===== src/design/ild_pkg.sv =====
`timescale 1ns / 1ps
// ----------------------------------------------------------------------------
// ild_pkg
// Shared types and constants for the interrupt level dispatcher.
// ----------------------------------------------------------------------------
package ild_pkg;

	localparam int DEF_NUM_SOURCES = 96;
	localparam int WORD_BITS       = 32;
	localparam int FIELD_W         = 4;
	localparam int INDEX_W         = 7;
	localparam int POS_W           = 5;
	localparam int LEVEL_W         = 4;

	localparam logic [FIELD_W-1:0] LEVEL_OFFSET = 4'd7;
	localparam logic [FIELD_W-1:0] FIELD_MAX    = 4'd8;
	localparam logic [LEVEL_W-1:0] LVL_HW_ERROR = 4'd5;
	localparam logic [LEVEL_W-1:0] LVL_TIMER    = 4'd6;

	typedef enum logic [1:0] {
		MODE_ASSIGN,
		MODE_ENABLE,
		MODE_READ,
		MODE_DISPATCH
	} mode_t;

	typedef enum logic [1:0] {
		KIND_DEVICE,
		KIND_HW_ERROR,
		KIND_TIMER,
		KIND_RAISE
	} kind_t;

	// register write controls from the front end to the storage
	typedef struct packed {
		logic                 assign_we;
		logic                 enable_we;
		logic [INDEX_W-1:0]   index;
		logic [WORD_BITS-1:0] wdata;
	} wr_t;

	// what one lane found in its 32-source word
	typedef struct packed {
		logic             hit;
		logic [POS_W-1:0] pos;
	} lane_res_t;

endpackage


===== src/design/ild_regs.sv =====
`timescale 1ns / 1ps
// ----------------------------------------------------------------------------
// ild_regs
// Level field and enable mask storage, padded to whole 32-source words.
// ----------------------------------------------------------------------------
module ild_regs
	import ild_pkg::*;
#(
	parameter int NUM_SOURCES = DEF_NUM_SOURCES,
	parameter int NUM_WORDS   = (NUM_SOURCES + WORD_BITS - 1) / WORD_BITS
) (
	input  logic                                     clk,
	input  logic                                     arst_n,
	input  wr_t                                      wr,
	output logic [NUM_WORDS*WORD_BITS-1:0][FIELD_W-1:0] fields,
	output logic [NUM_WORDS*WORD_BITS-1:0]           enables
);

	logic [NUM_SOURCES-1:0][FIELD_W-1:0] field_q;
	logic [NUM_SOURCES-1:0]              enable_q;

	for (genvar s = 0; s < NUM_SOURCES; s++) begin : g_src
		localparam int ASSIGN_WORD = s / 8;
		localparam int SLOT        = s % 8;

		always_ff @(posedge clk or negedge arst_n) begin
			if (!arst_n) begin
				field_q[s]  <= '0;
				enable_q[s] <= 1'b0;
			end else begin
				if (wr.assign_we && wr.index == INDEX_W'(ASSIGN_WORD)) begin
					field_q[s] <= wr.wdata[SLOT*FIELD_W +: FIELD_W];
				end
				if (wr.enable_we && wr.index == INDEX_W'(s)) begin
					enable_q[s] <= 1'b1;
				end
			end
		end
	end

	// sources past the top read as disabled
	always_comb begin
		fields                    = '0;
		enables                   = '0;
		fields[NUM_SOURCES-1:0]   = field_q;
		enables[NUM_SOURCES-1:0]  = enable_q;
	end

endmodule


===== src/design/ild_lane.sv =====
`timescale 1ns / 1ps
// ----------------------------------------------------------------------------
// ild_lane
// One 32-source word: level match, enable and pending qualify, top-bit pick.
// ----------------------------------------------------------------------------
module ild_lane
	import ild_pkg::*;
#(
	parameter int NUM_SOURCES = DEF_NUM_SOURCES,
	parameter int LANE        = 0
) (
	input  logic [WORD_BITS-1:0][FIELD_W-1:0] fields,
	input  logic [WORD_BITS-1:0]              enables,
	input  logic [WORD_BITS-1:0]              pending,
	input  logic [LEVEL_W-1:0]                level,
	output lane_res_t                         res
);

	logic [WORD_BITS-1:0] cand;

	always_comb begin
		for (int b = 0; b < WORD_BITS; b++) begin
			cand[b] = (LANE * WORD_BITS + b < NUM_SOURCES)
				&& (fields[b] <= FIELD_MAX)
				&& ((5'(fields[b]) + 5'(LEVEL_OFFSET)) == 5'(level))
				&& enables[b] && pending[b];
		end
	end

	// highest set bit wins
	always_comb begin
		res.hit = |cand;
		res.pos = '0;
		for (int b = 0; b < WORD_BITS; b++) begin
			if (cand[b]) begin
				res.pos = POS_W'(b);
			end
		end
	end

endmodule


===== src/design/ild_merge.sv =====
`timescale 1ns / 1ps
// ----------------------------------------------------------------------------
// ild_merge
// Combines lane results: lowest word with a hit wins, else a fallback kind.
// ----------------------------------------------------------------------------
module ild_merge
	import ild_pkg::*;
#(
	parameter int NUM_WORDS = 3
) (
	input  lane_res_t           lanes [NUM_WORDS],
	input  logic [LEVEL_W-1:0]  level,
	output kind_t               kind,
	output logic [INDEX_W-1:0]  source
);

	logic found;

	always_comb begin
		found  = 1'b0;
		source = '0;
		for (int w = NUM_WORDS - 1; w >= 0; w--) begin
			if (lanes[w].hit) begin
				found  = 1'b1;
				source = INDEX_W'(w * WORD_BITS) | INDEX_W'(lanes[w].pos);
			end
		end
	end

	always_comb begin
		priority if (found) begin
			kind = KIND_DEVICE;
		end else if (level == LVL_HW_ERROR) begin
			kind = KIND_HW_ERROR;
		end else if (level == LVL_TIMER) begin
			kind = KIND_TIMER;
		end else begin
			kind = KIND_RAISE;
		end
	end

endmodule


===== src/design/interrupt_level_dispatcher.sv =====
`timescale 1ns / 1ps
// ----------------------------------------------------------------------------
// interrupt_level_dispatcher
// Interrupt controller: per-source level assignment, enable mask, dispatch.
//
//  channel  dir  tdata (low bit up)                         tuser
//  s_*      in   index, write_data, level, pending_low,     mode
//                pending_mid, pending_high, 5 pad bits
//  m_*      out  source_number, read_data, 1 pad bit        status, handler_kind
//
//  Result is registered at the accepting edge and offered on m_* from the next
//  cycle; one transaction per cycle while m_tready is high.
//  Dispatch runs one lane per 32-source word plus a merge, all combinational.
//  Reset clears all level fields (every source on level 7) and all enables.
//  s_tready drops only while a result is held by a stalled m_tready.
// ----------------------------------------------------------------------------
module interrupt_level_dispatcher
	import ild_pkg::*;
#(
	parameter int NUM_SOURCES = DEF_NUM_SOURCES
) (
	input  logic         clk,
	input  logic         arst_n,
	input  logic         s_tvalid,
	output logic         s_tready,
	// index, write_data, level, pending_low, pending_mid, pending_high
	input  logic [143:0] s_tdata,
	// mode
	input  logic [1:0]   s_tuser,
	output logic         m_tvalid,
	input  logic         m_tready,
	// source_number, read_data
	output logic [39:0]  m_tdata,
	// status, handler_kind
	output logic [2:0]   m_tuser
);

	localparam int NUM_WORDS    = (NUM_SOURCES + WORD_BITS - 1) / WORD_BITS;
	localparam int ASSIGN_WORDS = (NUM_SOURCES + 7) / 8;

	mode_t                  mode;
	logic [INDEX_W-1:0]     index;
	logic [WORD_BITS-1:0]   write_data;
	logic [LEVEL_W-1:0]     level;
	logic [3*WORD_BITS-1:0] pending;
	logic                   accept;
	wr_t                    wr;

	assign mode       = mode_t'(s_tuser);
	assign index      = s_tdata[6:0];
	assign write_data = s_tdata[38:7];
	assign level      = s_tdata[42:39];
	assign pending    = s_tdata[138:43];

	logic m_tvalid_q;
	assign s_tready = !m_tvalid_q || m_tready;
	assign accept   = s_tvalid && s_tready;

	logic bad_assign, bad_source, bad_word;
	assign bad_assign = index >= INDEX_W'(ASSIGN_WORDS);
	assign bad_source = index >= INDEX_W'(NUM_SOURCES);
	assign bad_word   = index >= INDEX_W'(NUM_WORDS);

	always_comb begin
		wr.assign_we = accept && mode == MODE_ASSIGN && !bad_assign;
		wr.enable_we = accept && mode == MODE_ENABLE && !bad_source;
		wr.index     = index;
		wr.wdata     = write_data;
	end

	logic [NUM_WORDS*WORD_BITS-1:0][FIELD_W-1:0] fields;
	logic [NUM_WORDS*WORD_BITS-1:0]              enables;

	ild_regs #(
		.NUM_SOURCES(NUM_SOURCES),
		.NUM_WORDS  (NUM_WORDS)
	) u_regs (
		.clk    (clk),
		.arst_n (arst_n),
		.wr     (wr),
		.fields (fields),
		.enables(enables)
	);

	lane_res_t lanes [NUM_WORDS];

	for (genvar w = 0; w < NUM_WORDS; w++) begin : g_lane
		ild_lane #(
			.NUM_SOURCES(NUM_SOURCES),
			.LANE       (w)
		) u_lane (
			.fields (fields[w*WORD_BITS +: WORD_BITS]),
			.enables(enables[w*WORD_BITS +: WORD_BITS]),
			.pending(pending[w*WORD_BITS +: WORD_BITS]),
			.level  (level),
			.res    (lanes[w])
		);
	end

	kind_t              merge_kind;
	logic [INDEX_W-1:0] merge_src;

	ild_merge #(
		.NUM_WORDS(NUM_WORDS)
	) u_merge (
		.lanes (lanes),
		.level (level),
		.kind  (merge_kind),
		.source(merge_src)
	);

	logic [WORD_BITS-1:0] mask_word;

	always_comb begin
		mask_word = '0;
		for (int w = 0; w < NUM_WORDS; w++) begin
			if (index == INDEX_W'(w)) begin
				mask_word = enables[w*WORD_BITS +: WORD_BITS];
			end
		end
	end

	logic                 status_d;
	kind_t                kind_d;
	logic [INDEX_W-1:0]   src_d;
	logic [WORD_BITS-1:0] rdata_d;

	always_comb begin
		status_d = 1'b0;
		kind_d   = KIND_DEVICE;
		src_d    = '0;
		rdata_d  = '0;
		unique case (mode)
			MODE_ASSIGN: begin
				status_d = bad_assign;
			end
			MODE_ENABLE: begin
				status_d = bad_source;
			end
			MODE_READ: begin
				status_d = bad_word;
				if (!bad_word) begin
					rdata_d = mask_word;
				end
			end
			MODE_DISPATCH: begin
				kind_d = merge_kind;
				src_d  = merge_src;
			end
			default: begin
				status_d = 1'b0;
			end
		endcase
	end

	logic                 status_q;
	kind_t                kind_q;
	logic [INDEX_W-1:0]   src_q;
	logic [WORD_BITS-1:0] rdata_q;

	always_ff @(posedge clk or negedge arst_n) begin
		if (!arst_n) begin
			m_tvalid_q <= 1'b0;
		end else if (accept) begin
			m_tvalid_q <= 1'b1;
		end else if (m_tready) begin
			m_tvalid_q <= 1'b0;
		end
	end

	always_ff @(posedge clk) begin
		if (accept) begin
			status_q <= status_d;
			kind_q   <= kind_d;
			src_q    <= src_d;
			rdata_q  <= rdata_d;
		end
	end

	assign m_tvalid = m_tvalid_q;
	assign m_tdata  = {1'b0, rdata_q, src_q};
	assign m_tuser  = {kind_q, status_q};

	// every accepted transaction shows up on the output the next cycle
	assert property (@(posedge clk) disable iff (!arst_n)
		accept |=> m_tvalid)
		else $error("accepted transaction produced no result");

	// fallback kinds never carry a source number
	assert property (@(posedge clk) disable iff (!arst_n)
		m_tvalid && kind_q != KIND_DEVICE |-> src_q == '0)
		else $error("source number set on non-device kind");

	// a parameter error leaves no read data and no dispatch
	assert property (@(posedge clk) disable iff (!arst_n)
		m_tvalid && status_q |-> rdata_q == '0 && kind_q == KIND_DEVICE && src_q == '0)
		else $error("payload on parameter error");

	// chosen source always lies within the implemented range
	assert property (@(posedge clk) disable iff (!arst_n)
		m_tvalid |-> src_q < INDEX_W'(NUM_SOURCES))
		else $error("source number out of range");

endmodule

===== config.mk =====
export PLATFORM = sky130hd
export DESIGN_NAME = interrupt_level_dispatcher
export DESIGN_NICKNAME = d
export VERILOG_FILES = /design/src/design/ild_pkg.sv /design/src/design/ild_regs.sv /design/src/design/ild_lane.sv /design/src/design/ild_merge.sv /design/src/design/interrupt_level_dispatcher.sv
export SDC_FILE = /design/constraint.sdc
export NUM_CORES = 1
export LEC_CHECK = 0
export BUFFER_PORTS_ARGS = -buffer_cell sky130_fd_sc_hd__buf_4
export CAP_MARGIN = 20
export CELL_PAD_IN_SITES_DETAIL_PLACEMENT = 1
export CELL_PAD_IN_SITES_GLOBAL_PLACEMENT = 1
export CORE_UTILIZATION = 28
export CTS_CLUSTER_DIAMETER = 50
export DETAILED_ROUTE_END_ITERATION = 8
export PLACE_DENSITY = 0.49
export SLEW_MARGIN = 20
export SYNTH_ARGS = -nofsm -noshare
export SYNTH_HDL_FRONTEND = slang
export SYNTH_SLANG_ARGS = --single-unit

===== constraint.sdc =====
create_clock -name clk -period 7.1 [get_ports clk]
set_input_delay 0.355 -clock clk [delete_from_list [all_inputs] [get_ports clk]]
set_output_delay 0.355 -clock clk [all_outputs]
set_load 0.02 [all_outputs]

==> flow_summary.json <==
{
  "status": "finished, final reports clean",
  "r2r-end": "src_q[0]",
  "synth.largest_area_cell": "dfrtp_1",
  "skew_ns": 0.0245,
  "boundaryPins": 195,
  "first_global_vias": 26400,
  "cap_violations": 0,
  "grt_pass1_wl_um": 185000,
  "cts.htree.levels": 3,
  "rows": 126,
  "dp_hpwl_um": 89600,
  "drt_iter0_markers": 1309,
  "synth.area.top_cells": "dfrtp_1, mux2_2, ha_1",
  "slew_headroom": 0.202,
  "multi_input_area_mm2": 0.0182,
  "synth_area_per_cell_um2": 11.2,
  "rsz0062_at_grt": "false",
  "r2r_cells": 11,
  "ys_warn_count": 0,
  "num_vias": 24200,
  "finalMaxSlewViolations": 0,
  "antenna_left": 0,
  "cts_tree": "built",
  "min_from": "s_tdata[35]",
  "place.gp.congestion": 0.832,
  "synth_top_cell_area_share": 0.362,
  "final_common_cell": "dfrtp_1",
  "first_pass_iters": 6,
  "ys.flop_type": "dfrtp_1",
  "antenna_found_initial": 17,
  "layout_common_cells": "dfrtp_1, mux2_2, xnor2_1",
  "cp.arrival_ns": 4.23,
  "wl_um": 127000,
  "cp.required_ns": 7.49,
  "placed_area_mm2": 0.0361,
  "tns_ns": 0,
  "critPathSlowestCell": "o311ai_0",
  "clock-sinks": 523,
  "hold_class": "input pin to flip-flop",
  "core_mm2": 0.118,
  "synth-edff-count": 42,
  "fillers": 12900,
  "cts_root_buffer": "clkbuf_16",
  "holdPathEnd": "u_regs.fields[380]",
  "grt_max_degree": 161,
  "rr_startpoint": "u_regs.fields[264]",
  "p_leak_nw": 18.7,
  "synthArstFlopShare": 0.920,
  "layout-drive-gt1-share": 0.259,
  "ys_seq_elements": 523,
  "setup_viol": 0,
  "cpPeakStageDelay_ns": 0.94,
  "startpoint_type": "flip-flop",
  "peakVddDrop_uv": 173,
  "post_drt_wl_per_cell_um": 26.6,
  "die_h_um": 347,
  "finalCritPeriodShare": 0.542,
  "critPathMaxFanout": 6,
  "die_x_um": 347,
  "fin_nets": 3484,
  "viasPerCell": 5.07,
  "ys_seq_area_frac": 0.400,
  "timing.fmax_ghz": 0.260,
  "crit_type": "flip-flop to flip-flop",
  "hold_depth": 3,
  "min_period_ns": 3.85,
  "clock_latency_ns": 0.68,
  "syn_inst": 2962,
  "regArea_mm2": 0.0133,
  "finalHoldViolations": 0,
  "cts_buffer_depth": 3,
  "final_area_mm2": 0.0393,
  "crit_chain": "inv_1, ha_1, xnor2_1, mux2i_1, a21boi_0, o311ai_0, a31oi_1, o21ai_0, a21oi_1, o211ai_1, a211oi_1",
  "syn_nets": 3304,
  "crit_path_end_kind": "flip-flop",
  "power_density_mw_per_mm2": 215,
  "reg2reg_slack_ns": 3.25,
  "grt_util_all_layers": 0.212,
  "syn2layout_area_growth_pct": 18.1,
  "worst_pin_slew_ns": 1.19,
  "port_buffers": 188,
  "initial_core_util": 0.282,
  "drcViolationCount": 0,
  "cts_buffers": 87,
  "path_clk_slew_ns": 0.06,
  "die_area_mm2": 0.120,
  "globalRouteOverflowTotal": 0,
  "yosysUniqueCellTypes": 95,
  "synthesis.area_mm2": 0.0332
}
## cell families (layout without fill, tap and decap cells)
kind of cell | count (synthesis) | after routing | share of synthesized area
buffers and inverters | 359 | 612 | 0.0532
adder cells (fa/ha/maj) | 192 | 192 | 0.0723
AO/OA/AOI/OAI | 395 | 395 | 0.0889
XOR/XNOR | 485 | 485 | 0.152
AND/OR/NAND/NOR | 638 | 638 | 0.108
flip-flops | 523 | 523 | 0.400
other | 1 | 12 | 0.000113
multiplexers | 369 | 369 | 0.125
## state kept, by name, indices dropped and copies added (netlist names)
register / count
kind_q: 2
m_tvalid: 1
rdata_q: 32
src_q: 7
u_regs.enables: 96
status_q: 1
u_regs.fields: 384
## synth_stat cells, types with 9 or more instances
cell type,number
or3_1,11
nand4_1,45
o21ai_0,81
and3_1,19
o2111ai_1,21
xor3_1,38
clkbuf_1,66
o31ai_1,9
nand2b_1,19
dfrtp_1,481
xor2_1,145
a21o_1,83
nand2_1,155
xnor2_2,12
edfxtp_1,42
buf_12,10
a21oi_1,16
a222oi_1,32
inv_1,208
xnor2_1,271
nand3_1,50
xor2_2,17
a2111oi_0,31
ha_1,192
buf_4,15
buf_6,19
mux2_2,367
nor3_1,113
nand3b_1,41
o31a_1,10
a31oi_1,12
o21bai_1,15
nand4b_1,42
a211oi_1,32
nor2_1,76
buf_1,33
nor2b_1,13
## final cells by class
type	instances	area share
Multi-Input combinational cell	2080	0.465
Clock inverter	52	0.0151
Clock buffer	110	0.0627
Inverter	208	0.0199
Timing Repair Buffer	242	0.0491
Sequential cell	523	0.339
Tap cell	1536	0.0490
Antenna cell	11	0.000701
## repair_timing
item,in CTS,in global routing
buffers inserted,0,0
gates resized for setup,0,0
hold buffers,4,0
hold endpoints to repair,98,0
## per-layer routing
layer | global-route usage | share of wire | routed length [um]
met2 | 0.353 | 0.47 | 60200
met1 | 0.282 | 0.45 | 57200
met5 | 0 | 0 | 0
met3 | 0.0303 | 0.050 | 6380
met4 | 0.0636 | 0.024 | 3060
## critical path: cells and delay by family, from the launching register on
family | cells | cell delay (ns)
compound gates | 7 | 2.35
fa+ha+maj | 1 | 0.22
mux | 1 | 0.21
xor+xnor | 1 | 0.23
buf+inv | 1 | 0.10
flops | 1 | 0.45
## where the power goes
part / internal [mW] / leakage (nW) / switching [mW]
Clock: 2.80 / 1.48 / 1.66
Combinational: 0.324 / 10.1 / 0.490
Sequential: 3.08 / 7.03 / 0.0727
## through the flow
step / cells / total power, mW / setup slack [ns] / hold WS (ns) / util
final: 4762 / 8.43 / 3.25 / 0.106 / 0.333
after CTS: 4751 / 8.57 / 3.30 / 0.0543 / 0.333
after global placement: 4585 / 3.99 / 2.72 / 0.443 / 0.306
after global routing: 4751 / 8.75 / 3.14 / 0.0919 / 0.333
after detailed placement: 4585 / 4.03 / 2.64 / 0.465 / 0.306
after floorplan: 2962 / 3.66 / 3.60 / 0.0594 / -
## worst max-delay path by stage
stage | startpoint | slack, ns | endpoint
6_report | u_regs.fields[264] | 3.25 | src_q[0]
5_1_grt | u_regs.fields[264] | 3.14 | src_q[0]
4_1_cts | u_regs.fields[264] | 3.30 | src_q[0]
3_5_place_dp | s_tdata[41] | 2.64 | src_q[0]
3_3_place_gp | s_tdata[41] | 2.72 | src_q[0]
2_1_floorplan | m_tvalid | 3.60 | u_regs.fields[334]
Note: power is estimated with default switching activity, not from simulation.
